[src/hw/rtl/stereo_biquad_lowpass_top_macros.svh]
// Assertion macros for the stereo biquad low-pass block.
// Used by stereo_biquad_lowpass_top; no other dependencies.
`ifndef STEREO_BIQUAD_LOWPASS_TOP_MACROS_SVH
`define STEREO_BIQUAD_LOWPASS_TOP_MACROS_SVH

// Same-cycle implication, disabled while reset is high
`define SBQ_ASSERT_NOW(label, clk, rst, ante, cons, msg) \
   label: assert property (@(posedge clk) disable iff (rst) (ante) |-> (cons)) \
      else $error(msg);

// Next-cycle implication, disabled while reset is high
`define SBQ_ASSERT_NEXT(label, clk, rst, ante, cons, msg) \
   label: assert property (@(posedge clk) disable iff (rst) (ante) |=> (cons)) \
      else $error(msg);

`endif

[src/hw/rtl/sbq_pkg.sv]
// Shared types and constants for the stereo biquad low-pass block.
// No dependencies; used by every module in hw/rtl.
package sbq_pkg;

   localparam int SAMPLE_BITS    = 24;
   localparam int COEF_BITS      = 32;
   localparam int COEF_FRAC_BITS = 28;
   localparam int PROD_BITS      = COEF_BITS + SAMPLE_BITS;
   // five products summed, plus the rounding constant
   localparam int ACC_BITS       = PROD_BITS + 3;
   localparam int RND_BITS       = ACC_BITS - COEF_FRAC_BITS;
   localparam int ADDR_BITS      = 4;
   localparam int DATA_BITS      = 32;

   localparam logic signed [COEF_BITS-1:0] COEF_EVEN_RESET =
      COEF_BITS'(64'(1) << COEF_FRAC_BITS);
   localparam logic signed [ACC_BITS-1:0] ROUND_HALF =
      ACC_BITS'(64'(1) << (COEF_FRAC_BITS - 1));

   typedef enum logic [1:0] {
      REG_COEF_EVEN = 2'd0,
      REG_COEF_MID  = 2'd1,
      REG_COEF_FB1  = 2'd2,
      REG_COEF_FB2  = 2'd3
   } reg_index_type;

   typedef logic signed [SAMPLE_BITS-1:0] sample_type;
   typedef logic signed [COEF_BITS-1:0]   coef_word_type;

   typedef struct packed {
      coef_word_type even;
      coef_word_type mid;
      coef_word_type fb1;
      coef_word_type fb2;
   } coef_type;

   typedef struct packed {
      sample_type left_in;
      sample_type right_in;
   } req_type;

   typedef struct packed {
      sample_type left_out;
      sample_type right_out;
   } rsp_type;

endpackage

[src/hw/rtl/sbq_csr.sv]
// Coefficient register file with an APB-style access port.
// Depends on sbq_pkg.
module sbq_csr (
   input  logic                           clock,
   input  logic                           reset,
   input  logic                           psel,
   input  logic                           penable,
   input  logic                           pwrite,
   input  logic [sbq_pkg::ADDR_BITS-1:0]  paddr,
   input  logic [sbq_pkg::DATA_BITS-1:0]  pwdata,
   output logic [sbq_pkg::DATA_BITS-1:0]  prdata,
   output logic                           pready,
   output sbq_pkg::coef_type              coef
);

   sbq_pkg::coef_type      coef_ff;
   sbq_pkg::coef_type      coef_in;
   sbq_pkg::reg_index_type reg_index;
   logic                   wr_en;

   assign reg_index = sbq_pkg::reg_index_type'(paddr[sbq_pkg::ADDR_BITS-1:2]);
   assign wr_en     = psel & penable & pwrite;
   assign pready    = 1'b1;
   assign coef      = coef_ff;

   always_comb begin
      coef_in = coef_ff;
      if (wr_en) begin
         unique case (reg_index)
            sbq_pkg::REG_COEF_EVEN: coef_in.even = pwdata;
            sbq_pkg::REG_COEF_MID:  coef_in.mid  = pwdata;
            sbq_pkg::REG_COEF_FB1:  coef_in.fb1  = pwdata;
            sbq_pkg::REG_COEF_FB2:  coef_in.fb2  = pwdata;
         endcase
      end
   end

   always_comb begin
      unique case (reg_index)
         sbq_pkg::REG_COEF_EVEN: prdata = coef_ff.even;
         sbq_pkg::REG_COEF_MID:  prdata = coef_ff.mid;
         sbq_pkg::REG_COEF_FB1:  prdata = coef_ff.fb1;
         sbq_pkg::REG_COEF_FB2:  prdata = coef_ff.fb2;
      endcase
   end

   always_ff @(posedge clock) begin
      if (reset) begin
         coef_ff.even <= sbq_pkg::COEF_EVEN_RESET;
         coef_ff.mid  <= '0;
         coef_ff.fb1  <= '0;
         coef_ff.fb2  <= '0;
      end else begin
         coef_ff <= coef_in;
      end
   end

endmodule

[config.mk]
export PLATFORM = sky130hd
export DESIGN_NAME = sbq_csr
export DESIGN_NICKNAME = d
export VERILOG_FILES = /design/src/hw/rtl/stereo_biquad_lowpass_top_macros.svh /design/src/hw/rtl/sbq_pkg.sv /design/src/hw/rtl/sbq_csr.sv
export SDC_FILE = /design/constraint.sdc
export NUM_CORES = 1
export LEC_CHECK = 0
export BUFFER_PORTS_ARGS = -buffer_cell sky130_fd_sc_hd__buf_2
export CAP_MARGIN = 30
export CORE_MARGIN = 2
export CORE_UTILIZATION = 40
export DETAILED_ROUTE_END_ITERATION = 7
export PLACE_DENSITY = 0.66
export SKIP_LAST_GASP = 1
export SLEW_MARGIN = 30
export SYNTH_ARGS = -nofsm -noshare
export SYNTH_HDL_FRONTEND = slang
export SYNTH_SLANG_ARGS = --single-unit
export TNS_END_PERCENT = 10
[constraint.sdc]
create_clock -name clock -period 1.1 [get_ports clock]
set_input_delay 0.055 -clock clock [delete_from_list [all_inputs] [get_ports clock]]
set_output_delay 0.055 -clock clock [all_outputs]
set_load 0.005 [all_outputs]
==> flow_summary.toml <==
[clock_network]
cts_tree = "done"
cts_sinks = 128
ctsHtreeMaxLevel = 4
clk_latency_ns = 0.42
cts-root-buf = "clkbuf_16"
cts_buffers = 17
cts.clk_slew.worst_paths_ns = 0.05
clock_path_buffers = 2

[grt]
grt_overflow = 0
grt_max_degree = 83
grt_use_total_pct = 20.5
grt_pass1_vias = 4838
antenna_found_initial = 0
grt_pass1_wl_um = 25600

[die]
num_io_pins = 202
fp.dieH_um = 126
die_area_sq_mm = 0.0158
core_area_sq_mm = 0.0145
rows = 44
start_util_pct = 40.8
die_w_um = 126

[critical_path]
arrival_ns = 1.38
worstPathMaxFanout = 2
crit_type = "flop to primary output"
critPathLaunchType = "flop"
crit_required_ns = 1.04
cp-end-kind = "primary output"

[hold_path]
min_path_type = "input port to flop"

[logic_synthesis]
syn_nets = 539
synth_seq_cells = 128
yosysTopAreaCellShare_pct = 43.2
ys.warnings.count = 0
postSynthAreaPerCell_sq_um = 11.9
synth_cells = 498
synth.area.top_cells = "dfxtp_1 43%, mux2i_1 22%, nand2b_1 17%, mux4_2 12%, buf_6 2.1%"
ys_types = 17
synth_top_area_cell = "dfxtp_1"
syn_area_sq_mm = 0.00593
yosysSeqAreaShare_pct = 43.2

[timing]
period_minus_slack_ns = 1.43
hold_ws_ns = 0.0147
period_share_pct = 130
maxSlewViolCount = 0
finClkSkew_ns = 0
layout_setup_ws_ns = -0.334
max_freq_mhz = 697
rsz0062_at_grt = "true"
hold_violations = 0
setup_viol = 32

[placed_design]
routabilityCongestion = 0.806
placed_area_sq_mm = 0.00736
dpl.cell_count = 879
pre_cts_slack_ns = -0.0731
dp_hpwl_um = 10800
io_buffers = 198

[pwr]
powerDensity_mw_per_mm2 = 1400
p_leak_nw = 4.30
finalPower_w = 0.0117
vdd_drop_max_v = 0.00105

[route]
postRouteAntennaNets = 0
first_pass_iters = 4
vias_per_cell = 4.98
vias = 4721
drt_iter0_markers = 259
drt-wirelength-per-cell_um = 16.9
routed_wl_um = 16100
drc = 0

[layout]
final_cell_area_sq_mm = 0.00838
layout_common_cells = "196 x buf_2, 159 x nand2b_1, 128 x mux2i_1"
largest_reg_flops = 128
mostFrequentLayoutCell = "buf_2"
drive_gt1_share_pct = 42.8
nets = 792
final_cells = 948
n_antenna_cell = 0
syn_to_final_growth_pct = 41.2

[job]
cap_violations = 0

[outcome]
violations = "setup timing"
status = "complete, but fails checks"
critical path: stages (launching register included):
cell	delay, ns
dfxtp_2	0.32
mux4_2	0.49
buf_2	0.15
synthesized netlist by cell type:
cell	instances
nand3b_1	1
mux2i_1	128
or3_1	1
clkbuf_1	16
mux4_2	32
nor3_4	1
buf_4	10
buf_2	3
nand3b_4	1
nand3_2	2
nor3b_2	1
conb_1	1
nor2_1	2
dfxtp_1	128
nand2b_1	159
and3_2	1
buf_6	11
metal layers:
metal  up-vias  GRT usage (%)  part of all wire [%]
met4         0           5.88                   1.2
met1      2304           27.5                    45
met2       172           32.1                    46
met3        19           6.75                   7.2
li1       2226              -                     -
met5         -              0                     0
cell families (layout without fill, tap and decap cells):
kind of cell / Yosys count / in the layout / share of synthesized area [%]
DFF: 128 / 128 / 43.2
and+or+nand+nor: 169 / 169 / 18.4
buffers and inverters: 40 / 306 / 4.62
other: 1 / 1 / 0.0632
muxes: 160 / 160 / 33.7
layout make-up:
cell class	instances	area [sq um]
Clock buffer	23	488
Clock inverter	9	154
Fill cell	1254	6160
Multi-Input combinational cell	330	3100
Sequential cell	128	2580
Tap cell	184	230
Timing Repair Buffer	274	1830
stage by stage:
step	utilization (%)	TNS, ns
global route	57.6	-11.27
finish	57.6	-9.64
global placement	50.7	-1.99
CTS	57.4	-10.21
detailed placement	50.7	-3.33
floorplan	-	0
final timing paths:
path | cells after the start | slack [ns] | endpoint | startpoint
max | 2 | -0.33 | prdata[31] | coef[31]
min | 3 | 0.01 | coef[1] | pwdata[1]
max reg2reg | 3 | 0.35 | coef[124] | coef[124]
min reg2reg | 2 | 0.49 | coef[52] | coef[52]
where the power goes:
group | total (W) | switching, W | internal, W
Combinational | 0.000877 | 0.000389 | 0.000488
Clock | 0.00607 | 0.00204 | 0.00403
Sequential | 0.00474 | 0.0000440 | 0.00470
Total | 0.0117 | 0.00248 | 0.00922
timing repair:
item,CTS,global route
cloned,0,0
endpoints found under the hold margin,86,0
endpoints found under the setup margin,32,33
setup buffers,7,2
gates resized for setup,8,6
pin swaps,0,0
hold buffers,28,0
No activity file was read; power rests on OpenSTA's default activity.
